--- src/rtl/vrm_pkg.sv ---
// vrm_pkg: shared constants and types of the voxel ray marcher.
// No dependencies; used by vrm_div and voxel_ray_marcher_unit.
`timescale 1ns / 1ps
`default_nettype none
package vrm_pkg;

    localparam int GRID_X_DEF    = 32;
    localparam int GRID_Y_DEF    = 32;
    localparam int GRID_Z_DEF    = 16;
    localparam int MAX_STEPS_DEF = 2048;

    localparam int POS_W   = 21;
    localparam int DIVN_W  = 27;
    localparam int DIVD_W  = 16;

    localparam logic [7:0] CLEAR_CODE = 8'd32;

    typedef enum logic [2:0] {
        CFG_STEP_EPS   = 3'd0,
        CFG_STEP_LIMIT = 3'd1,
        CFG_BORDER     = 3'd2,
        CFG_EMPTY      = 3'd3,
        CFG_EDGE       = 3'd4
    } cfg_index_t;

    typedef struct packed {
        logic [7:0] code;
        logic       hit;
        logic       timeout;
    } result_t;

endpackage
`default_nettype wire

--- src/rtl/vrm_div.sv ---
// vrm_div: restoring divider, one quotient bit per cycle.
// Depends on vrm_pkg; instantiated by voxel_ray_marcher_unit.
`timescale 1ns / 1ps
`default_nettype none
module vrm_div (
    input  wire logic                       clk,
    input  wire logic                       rst_n,
    input  wire logic                       start,
    input  wire logic [vrm_pkg::DIVN_W-1:0] dividend,
    input  wire logic [vrm_pkg::DIVD_W-1:0] divisor,
    output logic                            busy,
    output logic                            done,
    output logic [vrm_pkg::DIVN_W-1:0]      quotient
);

    localparam int CW = $clog2(vrm_pkg::DIVN_W);

    logic [vrm_pkg::DIVD_W-1:0] rem_reg;
    logic [vrm_pkg::DIVN_W-1:0] quo_reg;
    logic [vrm_pkg::DIVD_W-1:0] div_reg;
    logic [CW-1:0]              cnt_reg;
    logic                       busy_reg;
    logic                       done_reg;
    logic [vrm_pkg::DIVD_W:0]   shifted;
    logic                       fits;

    assign shifted = {rem_reg, quo_reg[vrm_pkg::DIVN_W-1]};
    assign fits    = shifted >= {1'b0, div_reg};

    always_ff @(posedge clk or negedge rst_n)
    begin
        if (!rst_n)
        begin
            busy_reg <= 1'b0;
            done_reg <= 1'b0;
            cnt_reg  <= '0;
        end
        else
        begin
            done_reg <= 1'b0;
            if (start)
            begin
                busy_reg <= 1'b1;
                cnt_reg  <= CW'(vrm_pkg::DIVN_W - 1);
            end
            else if (busy_reg)
            begin
                cnt_reg <= cnt_reg - 1'b1;
                if (cnt_reg == '0)
                begin
                    busy_reg <= 1'b0;
                    done_reg <= 1'b1;
                end
            end
        end
    end

    always_ff @(posedge clk)
    begin
        if (start)
        begin
            rem_reg <= '0;
            quo_reg <= dividend;
            div_reg <= divisor;
        end
        else if (busy_reg)
        begin
            rem_reg <= fits ? vrm_pkg::DIVD_W'(shifted - {1'b0, div_reg})
                            : shifted[vrm_pkg::DIVD_W-1:0];
            quo_reg <= {quo_reg[vrm_pkg::DIVN_W-2:0], fits};
        end
    end

    assign busy     = busy_reg;
    assign done     = done_reg;
    assign quotient = quo_reg;

endmodule
`default_nettype wire

--- config.mk ---
export PLATFORM = sky130hd
export DESIGN_NAME = vrm_div
export DESIGN_NICKNAME = d
export VERILOG_FILES = /design/src/rtl/vrm_pkg.sv /design/src/rtl/vrm_div.sv
export SDC_FILE = /design/constraint.sdc
export NUM_CORES = 1
export LEC_CHECK = 0
export BUFFER_PORTS_ARGS = -buffer_cell sky130_fd_sc_hd__buf_2
export CELL_PAD_IN_SITES_DETAIL_PLACEMENT = 0
export CELL_PAD_IN_SITES_GLOBAL_PLACEMENT = 1
export CORE_ASPECT_RATIO = 2
export CORE_MARGIN = 2
export CORE_UTILIZATION = 46
export CTS_BUF_LIST = sky130_fd_sc_hd__clkbuf_16
export DETAILED_ROUTE_END_ITERATION = 6
export MAX_ROUTING_LAYER = met4
export PLACE_DENSITY_LB_ADDON = 0.1
export SYNTH_ARGS = -nofsm -noshare
export SYNTH_HDL_FRONTEND = slang
export SYNTH_SLANG_ARGS = --single-unit
--- constraint.sdc ---
create_clock -name clk -period 4.1 [get_ports clk]
set_input_delay 0.82 -clock clk [delete_from_list [all_inputs] [get_ports clk]]
set_output_delay 0.82 -clock clk [all_outputs]
set_load 0.03 [all_outputs]
==> results of run 1 <==
## cell usage after synthesis (all sizes together) (5+ instances only)
cell type  number  area share [%]
a21oi          12             1.7
nor2           24             2.6
nand2          27             3.1
clkbuf          6            0.64
nand3           5            0.86
ha             18             6.4
o21ai          13             2.0
dfrtp           7             5.0
inv            26             2.8
mux2i           8             2.3
xor2            6             1.5
xnor2           7             1.7
dfxtp          16             9.1
mux2           27             8.7
edfxtp         43              37
a211oi         11             2.4
## stage by stage
stage | hold WS, ns | cells | power (W) | util [%]
final | 0.311 | 489 | 0.00192 | 57.6
after global routing | 0.316 | 489 | 0.00200 | 57.6
after CTS | 0.298 | 489 | 0.00194 | 57.6
after detailed placement | 0.489 | 473 | 0.00105 | 53.1
after global placement | 0.480 | 473 | 0.00105 | 53.1
after floorplan | 0.458 | 312 | 0.000972 | -
## cell families after synthesis
family | share of synthesized area, %
AO/OA/AOI/OAI | 13.5
XOR/XNOR | 3.24
adder cells (fa/ha/maj) | 6.99
buffers and inverters | 4.21
flip-flops | 50.9
multiplexers | 10.9
AND/OR/NAND/NOR | 10.2
## routing by layer
layer	up-vias	routed length [µm]	global-route usage, %
met3	10	197	4.23
li1	1304	-	-
met1	1267	3090	23.3
met2	36	4080	33.5
met5	-	0	-
met4	0	142	9.19
## worst paths after layout
kind                            slack (ns)           to         start
worst max-delay path                  1.40  rem_reg[10]  quotient[26]
worst min-delay path                  0.31         busy         rst_n
worst max register to register        1.40  rem_reg[10]  quotient[26]
worst min register to register        0.49   rem_reg[1]    rem_reg[1]
max in group asynchronous             3.63   cnt_reg[3]         rst_n
min in group clk                      0.49   rem_reg[1]    rem_reg[1]
## power by group through the flow
| stage | sequential [W] | combinational [W] | clock [W] |
|---|---|---|---|
| after floorplan | 0.000851 | 0.000121 | 0 |
| after global placement | 0.000797 | 0.000250 | 0 |
| after detailed placement | 0.000800 | 0.000254 | 0 |
| after CTS | 0.000787 | 0.000255 | 0.000902 |
| after global routing | 0.000793 | 0.000279 | 0.000930 |
| final | 0.000786 | 0.000253 | 0.000880 |
## layout make-up
cell class                      count  area share (%)
Sequential cell                    66            41.4
Multi-Input combinational cell    209            36.5
Timing Repair Buffer               77            9.10
Clock buffer                        9            5.22
Clock inverter                      7            2.72
Tap cell                           94            2.72
Inverter                           27            2.35
## layout by cell type, fill, tap and decap left out, types with 6 or more instances in the layout
cell type and instances:
dfxtp_1 16, o21ai_0 12, ha_1 18, inv_1 27, xnor2_1 7, buf_2 74
xor2_1 6, a21oi_1 12, a211oi_1 11, nor2_1 24, edfxtp_1 43, mux2_2 27
nand2_1 26, clkbuf_16 9, mux2i_1 8, dfrtp_1 7
==> impl_metrics.toml, run 1 <==
[finish]
fill_cells = 662
seq_area_mm2 = 0.00179
drive_gt1_share_pct = 31.9
stdcell_area_mm2 = 0.00432
syn_to_final_growth_pct = 23.0
largest_register_ff_count = 27
multi_input_area_mm2 = 0.00158
antenna_cells = 0
final_nets = 455

[floorplanning]
core-area_mm2 = 0.00749
ioPinCount = 75
start_util_pct = 46.9
die_area_mm2 = 0.00839
die_w_um = 65.8
dieHeight_um = 128
num_rows = 45

[power_and_ir_drop]
switchingPower_w = 0.000462
power.internal_w = 0.00146
power_density_mw_per_mm2 = 444
p_leak_nw = 1.96
pwr-share-seq_pct = 41.0
p_clk_share_pct = 45.8
netSwitchingFraction_pct = 24.1
pwr-share-comb_pct = 13.2
max-vdd-ir-drop_mv = 0.337

[critical_path]
crit_family = "compound AO/OA/AOI/OAI gates"
crit_buf_inv = 1
crit_slowest_cell = "o31ai_1"
startpoint_type = "flop"
cp.depth = 10
worst_ep_required_time_ns = 4.35
cp_slowest_stage_delay_ns = 0.53
rr_worst_depth = 10
critPathKind = "reg2reg"
crit_arrival_ns = 2.95
cp-end-kind = "flop"
worstPathCellList = "inv_1 -> ha_1 -> fa_1 -> nor2b_1 -> o31ai_1 -> a311oi_1 -> o21ai_0 -> a21oi_1 -> a311o_1 -> a311oi_2"
path_max_fanout = 5

[routing]
drtPass1Iterations = 4
vias_per_cell = 5.35
drtAntennaViolNets = 0
detail_route.drc_violations = 0
vias = 2617
totalWireLength_mm = 7.50
drtIter0Drc = 159
wl_per_cell_um = 15.3

[clock_tree]
cts_buffers = 9
cts.sinks = 66
clk_pin_slew_worst_paths_ns = 0.05
cts_htree_levels = 3
ctsRootBufferMaster = "clkbuf_16"
clkLatencyLatePin_ns = 0.34
cts_tree = "done"
cts_resized = 0
holdBufCountCts = 0
clockBufferDepth = 2
cts_setup_buffers = 0

[synthesis]
ys.flop_type = "edfxtp_1"
syn-instance-count = 312
yosysWarningCount = 0
synth-edff-count = 43
ys_types = 50
synth_seq_area_share_pct = 50.9
synth_area_mm2 = 0.00351
ys_async_sr_fraction_pct = 10.6
syn_area_per_cell_um2 = 11.2
synth.net_count = 377
ys_ff_latch = 66

[sta]
worst_pin_slew_ns = 0.635
slew_headroom_pct = 57.3
min_period_over_period_pct = 65.9
setup_viol = 0
hold_violations = 0
worst_slack_ns = 1.40
maxSlewViolCount = 0
fin_skew_ns = 0.00696
tns_ns = 0
fmax_mhz = 370
period_minus_slack_ns = 2.70
rsz0062_at_grt = "false"

[worst_hold_path]
hold_class = "in2async"

[place]
hpwl_mm = 5.36
pre_cts_slack_ns = 1.40
gp_congestion = 0.829
dpl-instance-area_mm2 = 0.00397
io_buffers = 74

[global_route]
antenna_found_initial = 0
grt.overflow.total = 0
grt_usage_pct = 20.3
grt_pass1_vias = 2678
grt_pass1_wl_mm = 12.5
grt_max_degree = 43

[flow_run]
maxCapViolations = 0

[outcome]
run_status = "completed"
No activity file was read; power rests on OpenSTA's default activity.
==> run 2, diff against run 1 <==
--- a/config.mk
+++ b/config.mk
@@ -10,7 +10,7 @@
 export CELL_PAD_IN_SITES_GLOBAL_PLACEMENT = 1
 export CORE_ASPECT_RATIO = 2
 export CORE_MARGIN = 2
-export CORE_UTILIZATION = 46
+export CORE_UTILIZATION = 39
 export CTS_BUF_LIST = sky130_fd_sc_hd__clkbuf_16
 export DETAILED_ROUTE_END_ITERATION = 6
 export MAX_ROUTING_LAYER = met4
==> constraint.sdc (replaced) <==
create_clock -name clk -period 2.42 [get_ports clk]
set_input_delay 0.484 -clock clk [delete_from_list [all_inputs] [get_ports clk]]
set_output_delay 0.484 -clock clk [all_outputs]
set_load 0.03 [all_outputs]
==> run 2 against run 1 <==
- the run now ends with negative setup slack left
- flip-flop and latch count stayed put
- via count is 7.2% higher
- fmax is 11% higher
- final cell count is 8.8% higher
- worst setup slack worse by 1.4 ns
- sequential share of layout area is 4.0 points lower
- critical path type unchanged
- largest cell class unchanged
- largest power group unchanged
==> impl_metrics.toml, run 2 (synthesis gave the netlist of run 1 again) <==
[global_route]
grt_use_met3_pct = 4.59
grt_max_degree = 34
use_met1_pct = 19.4
grt.overflow.total = 0
met2_usage_pct = 31.5
grt_pass1_wl_mm = 13.9
grt_pass1_vias = 2907
grt_usage_pct = 18.8
antenna_found_initial = 0
busiest_layer = "met2"

[outcome]
violations = "negative setup slack"
run_status = "finished, violations left"

[floorplanning]
dieHeight_um = 138
core-area_mm2 = 0.00889
num_rows = 49
die_area_mm2 = 0.00982
die_w_um = 71.1
start_util_pct = 39.5
ioPinCount = 75

[finish]
syn_to_final_growth_pct = 36.0
fin_cells = 532
fill_cells = 797
multi_input_area_mm2 = 0.00175
final_core_util_pct = 53.7
final_cell_mix = "74 x buf_2, 43 x edfxtp_1, 33 x buf_4"
antenna_cells = 0
seq_area_mm2 = 0.00179
largest_register_ff_count = 27
layout_commonest_cell = "buf_2"
final_nets = 490
drive_gt1_share_pct = 41.6

[sta]
hold_violations = 0
maxSlewViolCount = 0
min_period_over_period_pct = 101
worst_slack_ns = -0.0246
setup_viol = 1
worst_pin_slew_ns = 0.393
period_minus_slack_ns = 2.44
whs_ns = 0.321
fin_skew_ns = 0.00796
slew_headroom_pct = 73.7
tns_ns = -0.0246
rsz0062_at_grt = "true"
fmax_mhz = 409

[clock_tree]
clk_pin_slew_worst_paths_ns = 0.06
cts_htree_levels = 3
cts.sinks = 66
cts_buffers = 9
cts_tree = "done"
clockBufferDepth = 2
clkLatencyLatePin_ns = 0.33
ctsRootBufferMaster = "clkbuf_16"

[routing]
vias_per_cell = 5.27
detail_route.drc_violations = 0
vias = 2805
drtPass1Iterations = 4
totalWireLength_mm = 8.78
drtAntennaViolNets = 0
wl_per_cell_um = 16.5
drtIter0Drc = 95

[flow_run]
maxCapViolations = 0

[worst_hold_path]
hold_class = "in2reg"

[place]
io_buffers = 74
hpwl_mm = 6.40
gp_congestion = 0.858
place_inst = 512

[critical_path]
worst_ep_required_time_ns = 2.67
crit_buf_inv = 1
critPathKind = "reg2reg"
path_max_fanout = 4
cp_slowest_stage_delay_ns = 0.41
crit_arrival_ns = 2.69
crit_slowest_cell = "edfxtp_1"
crit_family = "compound AO/OA/AOI/OAI gates"
startpoint_type = "flop"
cp-end-kind = "flop"
worstPathCellList = "ha_4 -> fa_2 -> nor2b_4 -> o31ai_4 -> buf_6 -> a311oi_4 -> o21ai_2 -> a311o_1 -> a311oi_2"

[power_and_ir_drop]
power_density_mw_per_mm2 = 704
p_leak_nw = 2.15
max-vdd-ir-drop_mv = 0.476
[run 2: area by class of cell]
cell class | instances | share of cell area (%)
Inverter | 27 | 2.12
Clock buffer | 9 | 4.72
Clock inverter | 7 | 2.49
Tap cell | 102 | 2.67
Multi-Input combinational cell | 210 | 36.7
Sequential cell | 66 | 37.4
Timing Repair Buffer | 111 | 13.9
[run 2: worst paths after layout]
path	start	slack (ns)	cells past startpoint	end
setup / recovery	div_reg[0]	-0.02	9	rem_reg[10]
hold / removal	divisor[6]	0.32	1	div_reg[6]
setup reg to reg	div_reg[0]	-0.02	9	rem_reg[10]
hold reg to reg	rem_reg[13]	0.51	2	rem_reg[13]
max in group asynchronous	rst_n	1.76	2	done
min in group asynchronous	rst_n	0.51	2	cnt_reg[0]
[run 2: timing repair]
| action | in CTS | in global routing |
|---|---|---|
| cloned | 1 | 0 |
| resized for setup | 8 | 21 |
| pin swaps | 5 | 16 |
| hold endpoints to repair | 7 | 0 |
| setup buffers | 1 | 2 |
| hold buffers | 1 | 0 |
| endpoints found under the setup margin | 7 | 16 |
[run 2: power breakdown]
part | internal, W | switching (W)
clock | 0.00101 | 0.000496
combinational | 0.000229 | 0.000294
sequential | 0.00129 | 0.0000416
total | 0.00253 | 0.000831
[run 2: per-stage QoR]
| stage | total power, W | setup slack (ns) | instance area, µm² |
|---|---|---|---|
| 2_1_floorplan | 0.00165 | -0.0882 | 3520 |
| 3_3_place_gp | 0.00183 | -0.0675 | 4230 |
| 3_5_place_dp | 0.00184 | -0.101 | 4230 |
| 4_1_cts | 0.00336 | -0.00940 | 4640 |
| 5_1_grt | 0.00349 | -0.132 | 4770 |
| 6_report | 0.00336 | -0.0246 | 4770 |
[run 2: layer usage]
| metal | up-vias | share of wire [%] |
|---|---|---|
| li1 | 1368 | - |
| met1 | 1331 | 37 |
| met2 | 80 | 53 |
| met3 | 26 | 3.9 |
| met4 | 0 | 5.4 |
| met5 | - | 0 |
==> run 3, diff against run 2 <==
--- a/config.mk
+++ b/config.mk
@@ -5,7 +5,7 @@
 export SDC_FILE = /design/constraint.sdc
 export NUM_CORES = 1
 export LEC_CHECK = 0
-export BUFFER_PORTS_ARGS = -buffer_cell sky130_fd_sc_hd__buf_2
+export BUFFER_PORTS_ARGS = -buffer_cell sky130_fd_sc_hd__buf_4
 export CELL_PAD_IN_SITES_DETAIL_PLACEMENT = 0
 export CELL_PAD_IN_SITES_GLOBAL_PLACEMENT = 1
 export CORE_ASPECT_RATIO = 2
==> run 3 against run 2 <==
- the run now ends clean
- combinational power grew 5.4%
- largest cell class unchanged
- clock power shrank 6%
- via count grew 0.21%
- global-route usage grew 0.21 points
- die area is the same
- final cell count shrank 0.38%
- clock skew grew 0.0044 ns
- worst setup slack gained 0.027 ns
- power shrank 1.9%
- highest routed layer unchanged
- largest power group unchanged
==> impl_metrics.toml, run 3 (synthesis gave the netlist of run 1 again) <==
[outcome]
run_status = "completed"

[clock_tree]
clockBufferDepth = 2
clkLatencyLatePin_ns = 0.33
cts_buffers = 9
cts_tree = "done"
clk_pin_slew_worst_paths_ns = 0.06
cts.sinks = 66
cts_htree_levels = 3
ctsRootBufferMaster = "clkbuf_16"

[sta]
worst_slack_ns = 0.00251
fin_skew_ns = 0.0124
period_minus_slack_ns = 2.42
hold_violations = 0
min_period_over_period_pct = 99.9
rsz0062_at_grt = "true"
slew_headroom_pct = 68.8
worst_pin_slew_ns = 0.468
setup_viol = 0
fmax_mhz = 414
maxSlewViolCount = 0

[floorplanning]
die_area_mm2 = 0.00982
num_rows = 49
dieHeight_um = 138
start_util_pct = 39.5
die_w_um = 71.1
core-area_mm2 = 0.00889
ioPinCount = 75

[routing]
vias_per_cell = 5.30
vias = 2811
drtAntennaViolNets = 0
drtIter0Drc = 105
detail_route.drc_violations = 0
totalWireLength_mm = 8.79
wl_per_cell_um = 16.6
drtPass1Iterations = 4

[power_and_ir_drop]
p_leak_nw = 2.18
power_density_mw_per_mm2 = 667
max-vdd-ir-drop_mv = 0.433

[finish]
fill_cells = 790
multi_input_area_mm2 = 0.00177
layout_commonest_cell = "buf_4"
seq_area_mm2 = 0.00179
final_cell_mix = "104 x buf_4, 43 x edfxtp_1, 27 x mux2_2"
largest_register_ff_count = 27
syn_to_final_growth_pct = 40.8
final_core_util_pct = 55.6
stdcell_area_mm2 = 0.00494
drive_gt1_share_pct = 42.3
antenna_cells = 0
final_nets = 488

[place]
io_buffers = 74
dpl-instance-area_mm2 = 0.00438
gp_congestion = 0.903
hpwl_mm = 6.43
pre_cts_slack_ns = -0.127

[flow_run]
maxCapViolations = 0

[critical_path]
crit_arrival_ns = 2.67
reg2reg_slack_ns = 0.003
worst_r2r_endpoint = "rem_reg[10]"
rr_worst_depth = 8
worst_ep_required_time_ns = 2.67
critPathKind = "reg2reg"
startpoint = "div_reg[0]"
r2r_start = "div_reg[0]"
startpoint_type = "flop"
cp-endpoint = "rem_reg[10]"
path_max_fanout = 5
cp-end-kind = "flop"

[global_route]
grt_pass1_wl_mm = 13.9
grt_pass1_vias = 2956
grt.overflow.total = 0
grt_usage_pct = 19.0
antenna_found_initial = 0
grt_max_degree = 38

[worst_hold_path]
hold_class = "in2reg"
==> run 3: changes by cell type in the layout (fill, tap and decap cells not counted), sizes merged <==
cell      change
buf           -2
clkinvlp      +1
bufinv        -1
inv           -1
clkinv        +1
==> run 3: critical path: stages (launching register included) <==
cell and delay [ns]:
edfxtp_1 0.37, ha_1 0.24, fa_2 0.38, nor2b_4 0.15
o31ai_4 0.09, a311oi_2 0.38, o21ai_1 0.13, a311o_1 0.37
a311oi_2 0.22
==> run 3: area by class of cell <==
type                       count  share of cell area (%)
clock inverter                 7                    1.95
timing repair buffer         109                    16.9
sequential                    66                    36.2
inverter                      27                    2.05
tap                          102                    2.58
clock buffer                   9                    4.56
multi-input combinational    210                    35.8
==> run 3: how the worst min path moves through the flow <==
| stage | from | depth (start not counted) | slack (ns) | end |
|---|---|---|---|---|
| floorplan | rst_n | 0 | 0.19 | busy |
| detailed placement | rst_n | 1 | 0.30 | cnt_reg[2] |
| global placement | rst_n | 1 | 0.30 | cnt_reg[2] |
| global route | divisor[8] | 1 | 0.31 | div_reg[8] |
| CTS | divisor[8] | 1 | 0.31 | div_reg[8] |
| finish | divisor[8] | 1 | 0.32 | div_reg[8] |
==> run 3: where the power goes <==
part,internal [W],switching [W],leakage (nW)
Clock,0.000901,0.000505,0.153
Sequential,0.00129,0.0000455,0.652
Combinational,0.000265,0.000286,1.38
Total,0.00246,0.000836,2.18
==> run 3: metal layers <==
| layer | part of all wire (%) | wire length [µm] | track usage (%) | vias up |
|---|---|---|---|---|
| met5 | 0 | 0 | - | - |
| met1 | 38 | 3360 | 19.5 | 1330 |
| met2 | 53 | 4700 | 32.5 | 82 |
| li1 | - | - | - | 1372 |
| met4 | 5.0 | 437 | 11.9 | 0 |
| met3 | 3.3 | 294 | 3.43 | 27 |
==> run 3: through the flow <==
stage / hold WS (ns) / TNS [ns] / cells / total power (W)
floorplan: 0.188 / -0.176 / 312 / 0.00165
global placement: 0.301 / -0.0710 / 508 / 0.00187
detailed placement: 0.303 / -0.319 / 508 / 0.00188
CTS: 0.309 / -0.00277 / 526 / 0.00331
global route: 0.312 / -0.582 / 530 / 0.00341
finish: 0.321 / 0 / 530 / 0.00329
==> run 3: repair_timing <==
action	4_1_cts	5_1_grt
pin swaps	1	14
cloned	1	0
gates resized for setup	7	22
hold endpoints to repair	7	0
setup endpoints to repair	10	17
hold buffers	1	0
buffers inserted	0	4
